## src/design/lob_pkg.sv

```systemverilog
// lob_pkg: shared constants, record layouts, controller states and datapath ops
// for the limit order book core; no dependencies
package lob_pkg;

   // sizing
   localparam int ORDER_SLOTS  = 4096;
   localparam int PRICE_LEVELS = 256;
   localparam int SLOT_W       = $clog2(ORDER_SLOTS);
   localparam int HWM_W        = SLOT_W + 1;
   localparam int LVL_W        = $clog2(PRICE_LEVELS);
   localparam int CNT_W        = LVL_W + 1;
   localparam int DEPTH_W      = 9;
   localparam int CMP_W        = (CNT_W > DEPTH_W) ? CNT_W : DEPTH_W;
   localparam int KIND_W       = 3;
   localparam int ID_W         = 32;
   localparam int PX_W         = 31;

   localparam logic [PX_W-1:0] VOL_MAX = '1;

   // message kinds
   localparam logic [KIND_W-1:0] KIND_CLEAR  = 3'd0;
   localparam logic [KIND_W-1:0] KIND_ADD    = 3'd1;
   localparam logic [KIND_W-1:0] KIND_CANCEL = 3'd2;
   localparam logic [KIND_W-1:0] KIND_DELETE = 3'd3;
   localparam logic [KIND_W-1:0] KIND_EXEC   = 3'd4;

   typedef struct packed {
      logic            live;
      logic [ID_W-1:0] id;
      logic [PX_W-1:0] price;
      logic [PX_W-1:0] size;
      logic            side;
   } order_entry_type;

   typedef struct packed {
      logic [PX_W-1:0] price;
      logic [PX_W-1:0] vol;
   } level_entry_type;

   typedef enum logic [4:0] {
      ST_IDLE, ST_DISP, ST_OS_RD, ST_OS_CHK, ST_OPICK, ST_LS_RD, ST_LS_CHK,
      ST_LDEC, ST_ORD_WR, ST_LV_UPD, ST_INS_RD, ST_INS_WR, ST_INS_NEW,
      ST_REM_RD, ST_REM_WR, ST_REM_END, ST_SUM_INIT, ST_SUM_RD, ST_SUM_ACC,
      ST_DONE
   } state_type;

   typedef enum logic [4:0] {
      OP_NONE, OP_LOAD, OP_DISP, OP_OS_RD, OP_OS_CHK, OP_OPICK, OP_LS_RD,
      OP_LS_CHK, OP_LDEC, OP_ORD_WR, OP_LV_UPD, OP_INS_RD, OP_INS_WR,
      OP_INS_NEW, OP_REM_RD, OP_REM_WR, OP_REM_END, OP_SUM_INIT, OP_SUM_RD,
      OP_SUM_ACC, OP_DONE
   } dp_op_type;

   typedef struct packed {
      logic is_add;
      logic is_reduce;
      logic add_ign;
      logic hwm_zero;
      logic os_hit;
      logic os_last;
      logic o_ok;
      logic ls_at_end;
      logic ls_stop;
      logic lmatch;
      logic lfull;
      logic lrm;
      logic sh_end;
      logic sum_end;
   } dp_status_type;

   // saturating volume add
   function automatic logic [PX_W-1:0] sat_add(input logic [PX_W-1:0] a,
                                               input logic [PX_W-1:0] b);
      logic [PX_W:0] s;
      s = {1'b0, a} + {1'b0, b};
      return s[PX_W] ? VOL_MAX : s[PX_W-1:0];
   endfunction

endpackage

```

## src/design/lob_ctrl.sv

```systemverilog
// lob_ctrl: message sequencer for the order book
// depends on lob_pkg
module lob_ctrl import lob_pkg::*; (
   input  logic          clock,
   input  logic          reset,
   input  logic          start,
   input  dp_status_type status,
   output dp_op_type     op,
   output logic          busy,
   output logic          rsp_valid
);
   state_type state_ff, state_in;

   // state register
   always_ff @(posedge clock) begin
      if (reset) begin
         state_ff <= ST_IDLE;
      end else begin
         state_ff <= state_in;
      end
   end

   // next state
   always_comb begin
      state_in = state_ff;
      case (state_ff)
         ST_IDLE: begin
            if (start) state_in = ST_DISP;
         end
         ST_DISP: begin
            if ((status.is_add && !status.add_ign) || status.is_reduce) begin
               state_in = status.hwm_zero ? ST_OPICK : ST_OS_RD;
            end else begin
               state_in = ST_SUM_INIT;
            end
         end
         ST_OS_RD:  state_in = ST_OS_CHK;
         ST_OS_CHK: state_in = (status.os_hit || status.os_last) ? ST_OPICK : ST_OS_RD;
         ST_OPICK:  state_in = status.o_ok ? ST_LS_RD : ST_SUM_INIT;
         ST_LS_RD:  state_in = status.ls_at_end ? ST_LDEC : ST_LS_CHK;
         ST_LS_CHK: state_in = status.ls_stop ? ST_LDEC : ST_LS_RD;
         ST_LDEC: begin
            if (status.is_add && !status.lmatch && status.lfull) state_in = ST_SUM_INIT;
            else state_in = ST_ORD_WR;
         end
         ST_ORD_WR: begin
            if (status.is_add) begin
               state_in = status.lmatch ? ST_LV_UPD : ST_INS_RD;
            end else if (!status.lmatch) begin
               state_in = ST_SUM_INIT;
            end else begin
               state_in = status.lrm ? ST_REM_RD : ST_LV_UPD;
            end
         end
         ST_LV_UPD:   state_in = ST_SUM_INIT;
         ST_INS_RD:   state_in = status.sh_end ? ST_INS_NEW : ST_INS_WR;
         ST_INS_WR:   state_in = ST_INS_RD;
         ST_INS_NEW:  state_in = ST_SUM_INIT;
         ST_REM_RD:   state_in = status.sh_end ? ST_REM_END : ST_REM_WR;
         ST_REM_WR:   state_in = ST_REM_RD;
         ST_REM_END:  state_in = ST_SUM_INIT;
         ST_SUM_INIT: state_in = ST_SUM_RD;
         ST_SUM_RD:   state_in = status.sum_end ? ST_DONE : ST_SUM_ACC;
         ST_SUM_ACC:  state_in = ST_SUM_RD;
         ST_DONE:     state_in = ST_IDLE;
         default:     state_in = ST_IDLE;
      endcase
   end

   // datapath commands and handshake outputs
   always_comb begin
      busy      = 1'b1;
      rsp_valid = 1'b0;
      op        = OP_NONE;
      case (state_ff)
         ST_IDLE: begin
            busy = 1'b0;
            op   = start ? OP_LOAD : OP_NONE;
         end
         ST_DISP:     op = OP_DISP;
         ST_OS_RD:    op = OP_OS_RD;
         ST_OS_CHK:   op = OP_OS_CHK;
         ST_OPICK:    op = OP_OPICK;
         ST_LS_RD:    op = OP_LS_RD;
         ST_LS_CHK:   op = OP_LS_CHK;
         ST_LDEC:     op = OP_LDEC;
         ST_ORD_WR:   op = OP_ORD_WR;
         ST_LV_UPD:   op = OP_LV_UPD;
         ST_INS_RD:   op = OP_INS_RD;
         ST_INS_WR:   op = OP_INS_WR;
         ST_INS_NEW:  op = OP_INS_NEW;
         ST_REM_RD:   op = OP_REM_RD;
         ST_REM_WR:   op = OP_REM_WR;
         ST_REM_END:  op = OP_REM_END;
         ST_SUM_INIT: op = OP_SUM_INIT;
         ST_SUM_RD:   op = OP_SUM_RD;
         ST_SUM_ACC:  op = OP_SUM_ACC;
         ST_DONE: begin
            op        = OP_DONE;
            rsp_valid = 1'b1;
         end
         default: op = OP_NONE;
      endcase
   end
endmodule

```

## config.mk

```make
export PLATFORM = sky130hd
export DESIGN_NAME = lob_ctrl
export DESIGN_NICKNAME = d
export VERILOG_FILES = /design/src/design/lob_pkg.sv /design/src/design/lob_ctrl.sv
export SDC_FILE = /design/constraint.sdc
export NUM_CORES = 1
export LEC_CHECK = 0
export BUFFER_PORTS_ARGS = -buffer_cell sky130_fd_sc_hd__buf_2
export CORE_MARGIN = 1
export CORE_UTILIZATION = 44
export CTS_CLUSTER_DIAMETER = 50
export DETAILED_ROUTE_END_ITERATION = 6
export GPL_ROUTABILITY_DRIVEN = 0
export GPL_TIMING_DRIVEN = 0
export PLACE_DENSITY_LB_ADDON = 0.12
export REMOVE_ABC_BUFFERS = 1
export SLEW_MARGIN = 10
export SYNTH_ARGS = -nofsm -noshare
export SYNTH_HDL_FRONTEND = slang
export SYNTH_SLANG_ARGS = --single-unit
```

## constraint.sdc

```tcl
create_clock -name clock -period 1.4 [get_ports clock]
set_clock_uncertainty 0.15 [all_clocks]
set_input_delay 0.14 -clock clock [delete_from_list [all_inputs] [get_ports clock]]
set_output_delay 0.14 -clock clock [all_outputs]
set_load 0.01 [all_outputs]
```

* Yosys cells after proc, flatten, opt, wreduce, memory -nomap -nowiden
Cells that the tools add are included.
** Storage, ports and cells
- Bits in registers :: 5
- Input bits :: 17
** Cells by class
- Equality and inequality tests :: 20
- Muxes and demuxes :: 20
- Reduce and logical (&&, ||, !) cells :: 10
** Operators with widths (number)
- one-hot mux 5 bit (20 select lines) :: 1
- one-hot mux 5 bit (16 select lines) :: 1
- == test 5 x 4 -> 1 bit, second input constant :: 8
- two-way mux 5 bit :: 6
- == test 5 x 3 -> 1 bit, second input constant :: 4
- == test 5 bit, second input constant :: 4
- two-way mux 3 bit :: 4
- == test 5 x 2 -> 1 bit, second input constant :: 2
- two-way mux 1 bit :: 6
- == test 5 x 1 -> 1 bit, second input constant :: 1
- zero test 5 bit :: 1
- two-way mux 2 bit :: 2
- logical AND 1 bit :: 3
- OR reduction 3 bit :: 1
- zero test 1 bit :: 2
- logical OR 1 bit :: 2
- inequality test 2 bit, second input constant :: 1
- OR reduction 2 bit :: 1

* Longest topological paths before layout
Gate-level depths: netlist (run 1).
- Depth in word-level cells :: 5
- Depth in mapped cells :: 6
- Depth with buffers taken out :: 4

* Least setup slack after synthesis (run 1)
No wires, ideal clock.
- Path type :: flip-flop to flip-flop
- Start point :: reg state_ff[0]
- End point :: reg state_ff[4]
- Arrival time :: 1.166 ns
- Path slack :: -0.036 ns
- Cell stages (with the launch flop) :: 6
- Period minus slack after synthesis :: 1.436 ns
- Path through :: dfxtp_1 buf_4 nor2b_2 nand3_2 a2bb2o_4 o31a_1
** On the way
- Cells in the longest elaborated chain, start to end :: 3
- Elaborated cells on any way between the ends :: 23
** RTL lines
- start: declaration :: line lob_ctrl.sv:12 : state_type state_ff, state_in;
- start signal: assignment :: line lob_ctrl.sv:19 : state_ff <= state_in;
- == test 5 x 4 -> 1 bit / == test 5 bit (equally long branches) :: line lob_ctrl.sv:26 : case (state_ff)
- OR reduction 3 bit (no source line) / OR reduction 2 bit (equally long branches)
- one-hot mux 5 bit (16 select lines) :: line lob_ctrl.sv:26
Several ways; a longest one is shown, not always the timed one.
A chain may end at the register's enable or synchronous reset.

* Worst setup path after layout (run 1)
- Start point :: reg state_ff[1]
- End point :: reg state_ff[0]
Same word-level chain as after synthesis.

==> metrics, run 1 <==
Pwr Density 669.6 nW/µm²; Final nets 163; Vias 1,018; I/O pin cnt 24; final count of negative-setup-slack endpoints 12; Post-Syn Area 740.7 µm²; status complete, but fails checks; Top FF cell, synth dfxtp_1; Startpoint Class flip-flop; CP arrival 1600 ps; Synth Instances 101; final setup margin -223.4 ps; synth warn 0; H-tree level count 1; router iterations before antenna repair 4; Psw 0.3203 mW; Overall Global Routing Usage 25.98%; number of fill cells 102; dpl cell area 824.5 µm²; Slew Limit Headroom 77.01%; Final Cycle Share 116.0%; critical path type reg2reg; clock latency at the later pin of the worst-skew pair 250 ps; largest fanout on the critical path 4; biggest regs state_ff x5; r2r setup slk -220 ps; Final Hold Fails 0; number of diodes 0; Avg WL per Cell 18.33 µm; Detailed Route WL 2.951 mm; leakage 0.5447 nW; number of vias per cell 6.323; HPWL Detailed 1.366 mm; CTS clk-pin slew, worst paths 50 ps; crit end category flip-flop; Reg with most FFs state_ff; crit path from state_ff[1]$_SDFFE_PP0P_; worst setup path end state_ff[0]$_SDFFE_PP0P_; antenna violations before repair 0; # rows 14; switching portion of total power 39.54%; most common cell after layout, fill and taps aside buf_2; hold crit path type in2reg; FFs w/ async S/R, synth 0%; Routed Antenna Nets 0; RR Endpoint state_ff[0]$_SDFFE_PP0P_; most frequent cells in the layout buf_2 (23), buf_4 (14), buf_6 (9); clk sinks 5; CP Data Required Time 1370 ps; Max Root-Sink Buffers 2; reg2reg path depth 6; actual slew at the worst max-slew pin 344.9 ps; global-route wire length before repair 3.677 mm; ratio of cells with drive above 1 in the final layout 57.24%; die area 1852 µm²; #FFs+latches synth 5; fmax 0.6160 GHz; root buffer cell clkbuf_4; CTS Hold Bufs 0; grt total ovfl 0; Internal 0.4899 mW; Netlist cell types 45; Inserted Clock Buffers 3; Max Slew Vio Count 0; reg-to-reg startpoint state_ff[1]$_SDFFE_PP0P_; Reg power frac 23.1%; post-layout min period 1623 ps; failing checks setup timing; Clk pwr share 20.8%; core area 1541 µm²; Area Overhead vs Synth 63.34%; Final Total Pwr 0.8102 mW; EDFF count, synth 0; initial DRC count 58; post-synthesis sequential area ratio 13.51%; largest net degree at the start of global routing 16; Largest register FFs 5; Die X 43.03 µm; number of port buffers 23; RSZ-0062 raised after global routing yes; max_cap viols 0; CTS tree built; Comb pwr share 56.1%; DRC viols 0; average size of a mapped cell 7.334 µm²; pre-CTS setup slack -498.2 ps; Hold Path Cell Cnt 3; Peak VDD IR 0.5078 mV; Die H 43.03 µm; design area 1210 µm²; vias in the first global route 839; Starting Density 48.05%
-- power by group through the flow --
stage / logic [mW] / clock network [mW] / registers (mW)
final: 0.455 / 0.168 / 0.187
after global routing: 0.477 / 0.184 / 0.188
after CTS: 0.320 / 0.172 / 0.194
after detailed placement: 0.238 / 0 / 0.209
after global placement: 0.235 / 0 / 0.207
after floorplan: 0.163 / 0 / 0.194
-- worst min-delay path by stage --
stage               start                  endpoint  slack [ps]
finish              reset  state_ff[3]$_SDFFE_PP0P_          30
global route        reset  state_ff[3]$_SDFFE_PP0P_          30
CTS                 reset  state_ff[3]$_SDFFE_PP0P_          20
detailed placement  reset  state_ff[3]$_SDFFE_PP0P_         290
global placement    reset  state_ff[0]$_SDFFE_PP0P_         290
floorplan           reset  state_ff[3]$_SDFFE_PP0P_         150
-- layer usage --
layer | global-route usage (%) | vias to the layer above | routed length, µm
met5 | 0 | - | 0
met4 | 5.455 | 0 | 79
met3 | 7.660 | 12 | 228
met2 | 44.24 | 70 | 1444
met1 | 32.30 | 472 | 1199
li1 | - | 464 | -
-- worst max-delay path, stage by stage, from the launching register on --
cell     delay (ps)
dfxtp_4         360
buf_6           130
buf_6           110
nor2b_1         120
o21ai_1         190
a21oi_1         120
o31a_1          320
-- cells by family (layout without fill, tap and decap cells) --
kind of cell / count (synthesis) / after routing / share of synthesized area, %
buffers and inverters: 11 / 55 / 8.952
XOR/XNOR: 2 / 2 / 2.365
AO/OA/AOI/OAI: 35 / 35 / 37.84
AND/OR/NAND/NOR: 48 / 48 / 37.34
flip-flops: 5 / 5 / 13.51
-- Yosys cell counts, types with 2 or more instances --
master | instances | share of area [%]
a32oi_1 | 2 | 2.4
nand2_1 | 10 | 5.1
buf_4 | 4 | 4.1
o31a_1 | 4 | 4.7
nor2b_1 | 8 | 6.8
dfxtp_1 | 5 | 14
buf_2 | 2 | 1.4
o21ai_0 | 4 | 2.7
nor2_1 | 9 | 4.6
nand4_1 | 2 | 1.7
inv_1 | 3 | 1.5
o32ai_1 | 2 | 2.4
nand3_1 | 3 | 2.0
a21oi_1 | 8 | 5.4
nor2b_2 | 2 | 2.4
a21o_1 | 2 | 2.0
nand2b_1 | 3 | 2.5
-- stage by stage --
step           utilization, %  setup TNS [ps]  instances  hold slack (ps)
2_1_floorplan               -           -1212         94            151.2
3_3_place_gp            53.49           -3390        133            289.1
3_5_place_dp            53.49           -3658        133            294.5
4_1_cts                 66.64           -1130        151            21.97
5_1_grt                 78.49           -2135        161            27.33
6_report                78.49           -1580        161            33.83
-- what timing repair did --
action                     4_1_cts  5_1_grt
setup endpoints to repair       12       12
buffers inserted                14       10
cloned                           0        0
pin swaps                        7        6
resized for setup               25       27
-- area by class of cell --
type	count	area [µm²]	area share, %
timing repair buffer	47	341.6	28.23
multi-input combinational	85	683.2	56.46
inverter	4	18.77	1.551
clock inverter	1	5.005	0.4137
clock buffer	3	22.52	1.861
sequential	5	118.9	9.824
tap	16	20.02	1.655
No activity file was read; power rests on OpenSTA's default activity.
==> run 2: changes to the inputs <==
BUFFER_PORTS_ARGS = -buffer_cell sky130_fd_sc_hd__buf_4   (was -buffer_cell sky130_fd_sc_hd__buf_2)
==> metrics, run 2 (same netlist as run 1, synthesis figures left out) <==
hold endpoint state_ff[0]$_SDFFE_PP0P_ (was state_ff[3]$_SDFFE_PP0P_); Slew Limit Headroom 75.90% (was 77.01%); Area Overhead vs Synth 56.59% (was 63.34%); most frequent cells in the layout buf_4 (38), nand2_1 (8), nor2_1 (7), a21oi_1 (7) (was buf_2 (23), buf_4 (14), buf_6 (9)); number of diodes 0 (unchanged); Starting Density 48.05% (unchanged); Peak VDD IR 0.6489 mV (was 0.5078 mV); Largest register FFs 5 (unchanged); failing checks setup timing (unchanged); Final nets 159 (was 163); I/O pin cnt 24 (unchanged); grt total ovfl 0 (unchanged); final setup margin -190.2 ps (was -223.4 ps); CP top delay family flip-flops (was compound AO/OA/AOI/OAI gates); Overall Global Routing Usage 29.62% (was 25.98%); reg-to-reg startpoint state_ff[0]$_SDFFE_PP0P_ (was state_ff[1]$_SDFFE_PP0P_); vias in the first global route 920 (was 839); largest net degree at the start of global routing 15 (was 16); leakage 0.5086 nW (was 0.5447 nW); r2r setup slk -140 ps (was -220 ps); Inserted Clock Buffers 3 (unchanged); core area 1541 µm² (unchanged); most common cell after layout, fill and taps aside buf_4 (was buf_2); router iterations before antenna repair 4 (unchanged); HPWL Detailed 1.339 mm (was 1.366 mm); number of fill cells 124 (was 102); Routed Antenna Nets 0 (unchanged); Final Hold Fails 0 (unchanged); crit end category output pin (was flip-flop); Fin Setup TNS -1275 ps (was -1580 ps); clk sinks 5 (unchanged); CTS clk-pin slew, worst paths 40 ps (was 50 ps); Final Cycle Share 113.6% (was 116.0%); Die X 43.03 µm (unchanged); Avg WL per Cell 16.80 µm (was 18.33 µm); Worst Path Buf+Inv 1 (was 2); H-tree level count 1 (unchanged); initial DRC count 34 (was 58); fmax 0.6288 GHz (was 0.6160 GHz); status complete, but fails checks (unchanged); biggest regs state_ff x5 (unchanged); root buffer cell clkbuf_4 (unchanged); dpl cell area 882.1 µm² (was 824.5 µm²); Slowest cell on crit path dfxtp_4 (unchanged); Reg with most FFs state_ff (unchanged); CP Cell Sequence or2_4 > a221oi_2 > buf_4 (was buf_6 > buf_6 > nor2b_1 > o21ai_1 > a21oi_1 > o31a_1); ratio of cells with drive above 1 in the final layout 52.48% (was 57.24%); actual slew at the worst max-slew pin 361.6 ps (was 344.9 ps); global-route wire length before repair 4.140 mm (was 3.677 mm); Die H 43.03 µm (unchanged); # rows 14 (unchanged); critical path type reg2out (was reg2reg); Crit path depth 3 (was 6); HP Start reset (unchanged); largest fanout on the critical path 8 (was 4); DRC viols 0 (unchanged); Max Root-Sink Buffers 2 (unchanged); Detailed Route WL 2.637 mm (was 2.951 mm); antenna violations before repair 0 (unchanged); RSZ-0062 raised after global routing yes (unchanged); RR Endpoint state_ff[2]$_SDFFE_PP0P_ (was state_ff[0]$_SDFFE_PP0P_); Non-Filler Instances 157 (was 161); Max Slew Vio Count 0 (unchanged); CTS tree built (unchanged); CP arrival 1300 ps (was 1600 ps); Pwr Density 661.5 nW/µm² (was 669.6 nW/µm²); Final Total Pwr 0.7673 mW (was 0.8102 mW); design area 1160 µm² (was 1210 µm²); max_cap viols 0 (unchanged); Vias 968 (was 1,018); DP Cell Count 133 (unchanged); post-layout min period 1590 ps (was 1623 ps); number of vias per cell 6.166 (was 6.323); number of port buffers 23 (unchanged); Hold Path Cell Cnt 3 (unchanged); Startpoint Class flip-flop (unchanged); final count of negative-setup-slack endpoints 12 (unchanged); reg2reg path depth 5 (was 6); largest stage delay on the critical path 370 ps (was 360 ps); clock latency at the later pin of the worst-skew pair 240 ps (was 250 ps); CP Data Required Time 1110 ps (was 1370 ps); die area 1852 µm² (unchanged); hold crit path type in2reg (unchanged)
-- run 2: final cells by class --
type                    count  area [µm²]  area share [%]
multi-input cells          85       636.9           54.91
clock buffers               3       22.52           1.942
repair buffers             43       341.6           29.45
flip-flops and latches      5       118.9           10.25
clock inverters             1       5.005          0.4315
inverters                   4       15.01           1.295
well taps                  16       20.02           1.726
-- run 2: what timing repair did --
| item | 4_1_cts | 5_1_grt |
|---|---|---|
| hold buffers | 0 | 0 |
| pin swaps | 9 | 6 |
| setup endpoints to repair | 12 | 12 |
| gates resized for setup | 27 | 8 |
| setup buffers | 16 | 4 |
-- run 2: worst reg2reg max path, cell delays in order, from the launching register on --
cell and delay (ps):
dfxtp_4 400, buf_6 140, nor2b_1 90, a32oi_1 240
o32ai_2 100, o31a_1 300
-- run 2: power by group --
| group | internal, mW | leakage, nW | switching (mW) |
|---|---|---|---|
| clock | 0.103 | 0.0177 | 0.0611 |
| sequential | 0.152 | 0.0444 | 0.0372 |
| combinational | 0.226 | 0.447 | 0.188 |
| total | 0.481 | 0.509 | 0.286 |
-- run 2: through the flow --
| stage | util [%] | worst slack (ps) | hold slack [ps] |
|---|---|---|---|
| 5_1_grt | 75.24 | -260.4 | 18.84 |
| 3_3_place_gp | 57.22 | -462.2 | 274.0 |
| 6_report | 75.24 | -190.2 | 20.14 |
| 2_1_floorplan | - | -248.6 | 151.2 |
| 3_5_place_dp | 57.22 | -505.2 | 275.5 |
| 4_1_cts | 71.59 | -170.3 | 10.29 |
-- run 2: per-layer routing --
layer  wire [µm]  global-route usage, %
met1        1091                  37.37
met2        1327                  50.91
met3         176                  7.660
met4          41                  5.455
met5           0                      0
-- run 2: worst max-delay path by stage --
stage                                   from                  endpoint  slack, ps
floorplan           state_ff[0]$_SDFFE_PP0P_  state_ff[4]$_SDFFE_PP0P_       -250
global placement    state_ff[0]$_SDFFE_PP0P_  state_ff[4]$_SDFFE_PP0P_       -460
CTS                 state_ff[2]$_SDFFE_PP0P_                     op[0]       -170
detailed placement  state_ff[0]$_SDFFE_PP0P_  state_ff[4]$_SDFFE_PP0P_       -510
finish              state_ff[2]$_SDFFE_PP0P_                     op[0]       -190
global route        state_ff[2]$_SDFFE_PP0P_                     op[0]       -260
==> run 3: changes to the inputs <==
CORE_UTILIZATION = 34   (was 44)
MAX_ROUTING_LAYER = met4   (was default)
RECOVER_POWER = 25   (was default)
==> metrics, run 3 (same netlist as run 1, synthesis figures left out) <==
status complete, but fails checks (unchanged); failing checks setup timing (unchanged); Largest register FFs 5 (unchanged); biggest regs state_ff x5 (unchanged); Slowest cell on crit path nor4_1 (was dfxtp_4); actual slew at the worst max-slew pin 442.7 ps (was 361.6 ps); CTS clk-pin slew, worst paths 50 ps (was 40 ps); core area 2002 µm² (was 1541 µm²); CP arrival 1630 ps (was 1300 ps); global-route wire length before repair 4.084 mm (was 4.140 mm); CTS Hold Bufs 0 (unchanged); largest fanout on the critical path 8 (unchanged); Reg with most FFs state_ff (unchanged); Avg WL per Cell 14.56 µm (was 16.80 µm); Peak VDD IR 0.5873 mV (was 0.6489 mV); most frequent cells in the layout buf_4 (45), nand2_1 (9), a21oi_1 (7), buf_6 (7) (was buf_4 (38), nand2_1 (8), nor2_1 (7), a21oi_1 (7)); Overall Global Routing Usage 22.52% (was 29.62%); Die X 48.68 µm (was 43.03 µm); Pwr Density 631.0 nW/µm² (was 661.5 nW/µm²); Area Overhead vs Synth 68.75% (was 56.59%); leakage 0.5661 nW (was 0.5086 nW); initial DRC count 24 (was 34); Starting Density 37.00% (was 48.05%); Final Total Pwr 0.7887 mW (was 0.7673 mW); critical path type reg2reg (was reg2out); vias in the first global route 903 (was 920); HPWL Detailed 1.454 mm (was 1.339 mm); number of port buffers 23 (unchanged); antenna violations before repair 0 (unchanged); post-layout min period 1604 ps (was 1590 ps); crit end category flip-flop (was output pin); clock latency at the later pin of the worst-skew pair 240 ps (about the same); most common cell after layout, fill and taps aside buf_4 (unchanged); Detailed Route WL 2.578 mm (was 2.637 mm); grt total ovfl 0 (unchanged); number of diodes 0 (unchanged); root buffer cell clkbuf_4 (unchanged); Routed Antenna Nets 0 (unchanged); Inserted Clock Buffers 3 (unchanged); die area 2369 µm² (was 1852 µm²); DRC viols 0 (unchanged); clk sinks 5 (unchanged); ratio of cells with drive above 1 in the final layout 54.00% (was 52.48%); hold crit path type in2reg (unchanged); Final nets 168 (was 159); router iterations before antenna repair 5 (was 4); number of vias per cell 5.424 (was 6.166); # rows 16 (was 14); CP Data Required Time 1430 ps (was 1110 ps); CP Cell Sequence buf_6 > buf_4 > nor4_1 > a2bb2o_4 > o31a_1 (was or2_4 > a221oi_2 > buf_4); largest net degree at the start of global routing 16 (was 15); largest stage delay on the critical path 430 ps (was 370 ps); worst hold slack 18.35 ps (was 20.14 ps); Max Slew Vio Count 0 (unchanged); final count of negative-setup-slack endpoints 12 (unchanged); Die H 48.68 µm (was 43.03 µm); final setup margin -204.2 ps (was -190.2 ps); Startpoint Class flip-flop (unchanged); Worst Path Buf+Inv 2 (was 1); Final Cycle Share 114.6% (was 113.6%); number of fill cells 181 (was 124); Max Root-Sink Buffers 2 (unchanged); RSZ-0062 raised after global routing yes (unchanged); Vias 960 (was 968); Final Hold Fails 0 (unchanged); Slew Limit Headroom 70.22% (was 75.90%); fmax 0.6234 GHz (was 0.6288 GHz); I/O pin cnt 24 (unchanged); max_cap viols 0 (unchanged); final core utilization 62.44% (was 75.24%); CTS tree built (unchanged); CP top delay family simple AND/OR/NAND/NOR gates (was flip-flops); H-tree level count 1 (unchanged)
-- run 3: worst paths after layout --
| kind | endpoint | start | slack, ps | cells past startpoint |
|---|---|---|---|---|
| worst max-delay path | state_ff[4]$_SDFFE_PP0P_ | state_ff[1]$_SDFFE_PP0P_ | -200 | 5 |
| worst min register to register | state_ff[3]$_SDFFE_PP0P_ | state_ff[3]$_SDFFE_PP0P_ | 590 | 3 |
| worst max register to register | state_ff[4]$_SDFFE_PP0P_ | state_ff[1]$_SDFFE_PP0P_ | -200 | 5 |
| worst min-delay path | state_ff[4]$_SDFFE_PP0P_ | reset | 20 | 3 |
-- run 3: worst min-delay path, cell delays in order --
cell,delay [ps]
buf_4,90
a221oi_4,40
o31a_1,90
-- run 3: final cells by class --
| type | instances | area (µm²) | share of cell area, % |
|---|---|---|---|
| repair buffers | 52 | 416.7 | 33.33 |
| well taps | 27 | 33.78 | 2.703 |
| multi-input cells | 85 | 638.1 | 51.05 |
| flip-flops and latches | 5 | 118.9 | 9.510 |
| clock buffers | 3 | 22.52 | 1.802 |
| inverters | 4 | 15.01 | 1.201 |
| clock inverters | 1 | 5.005 | 0.4004 |
-- run 3: stage by stage --
stage | setup WS (ps) | TNS, ps | instance area (µm²) | instances
final | -204.2 | -1615 | 1250 | 177
after global routing | -278.9 | -2294 | 1250 | 177
after CTS | -178.9 | -1301 | 1135 | 166
after detailed placement | -473.6 | -3630 | 895.9 | 144
after global placement | -507.9 | -3711 | 895.9 | 144
after floorplan | -248.6 | -1212 | 689.4 | 94
-- run 3: report_power, final --
| group | switching, mW | leakage, nW | internal, mW |
|---|---|---|---|
| clock | 0.0593 | 0.0177 | 0.103 |
| sequential | 0.0334 | 0.0444 | 0.152 |
| combinational | 0.193 | 0.504 | 0.248 |
-- run 3: timing repair --
action                     4_1_cts  5_1_grt
cloned                           0        0
buffers inserted                18       11
resized for setup               24       13
pin swaps                        5        6
setup endpoints to repair       12       12
-- run 3: layer usage --
metal	wire length, µm	vias to the layer above	GRT usage (%)
met5	0	-	-
met4	6	0	7.353
met3	115	2	2.201
met2	1306	38	37.73
met1	1149	447	28.19
li1	-	473	-
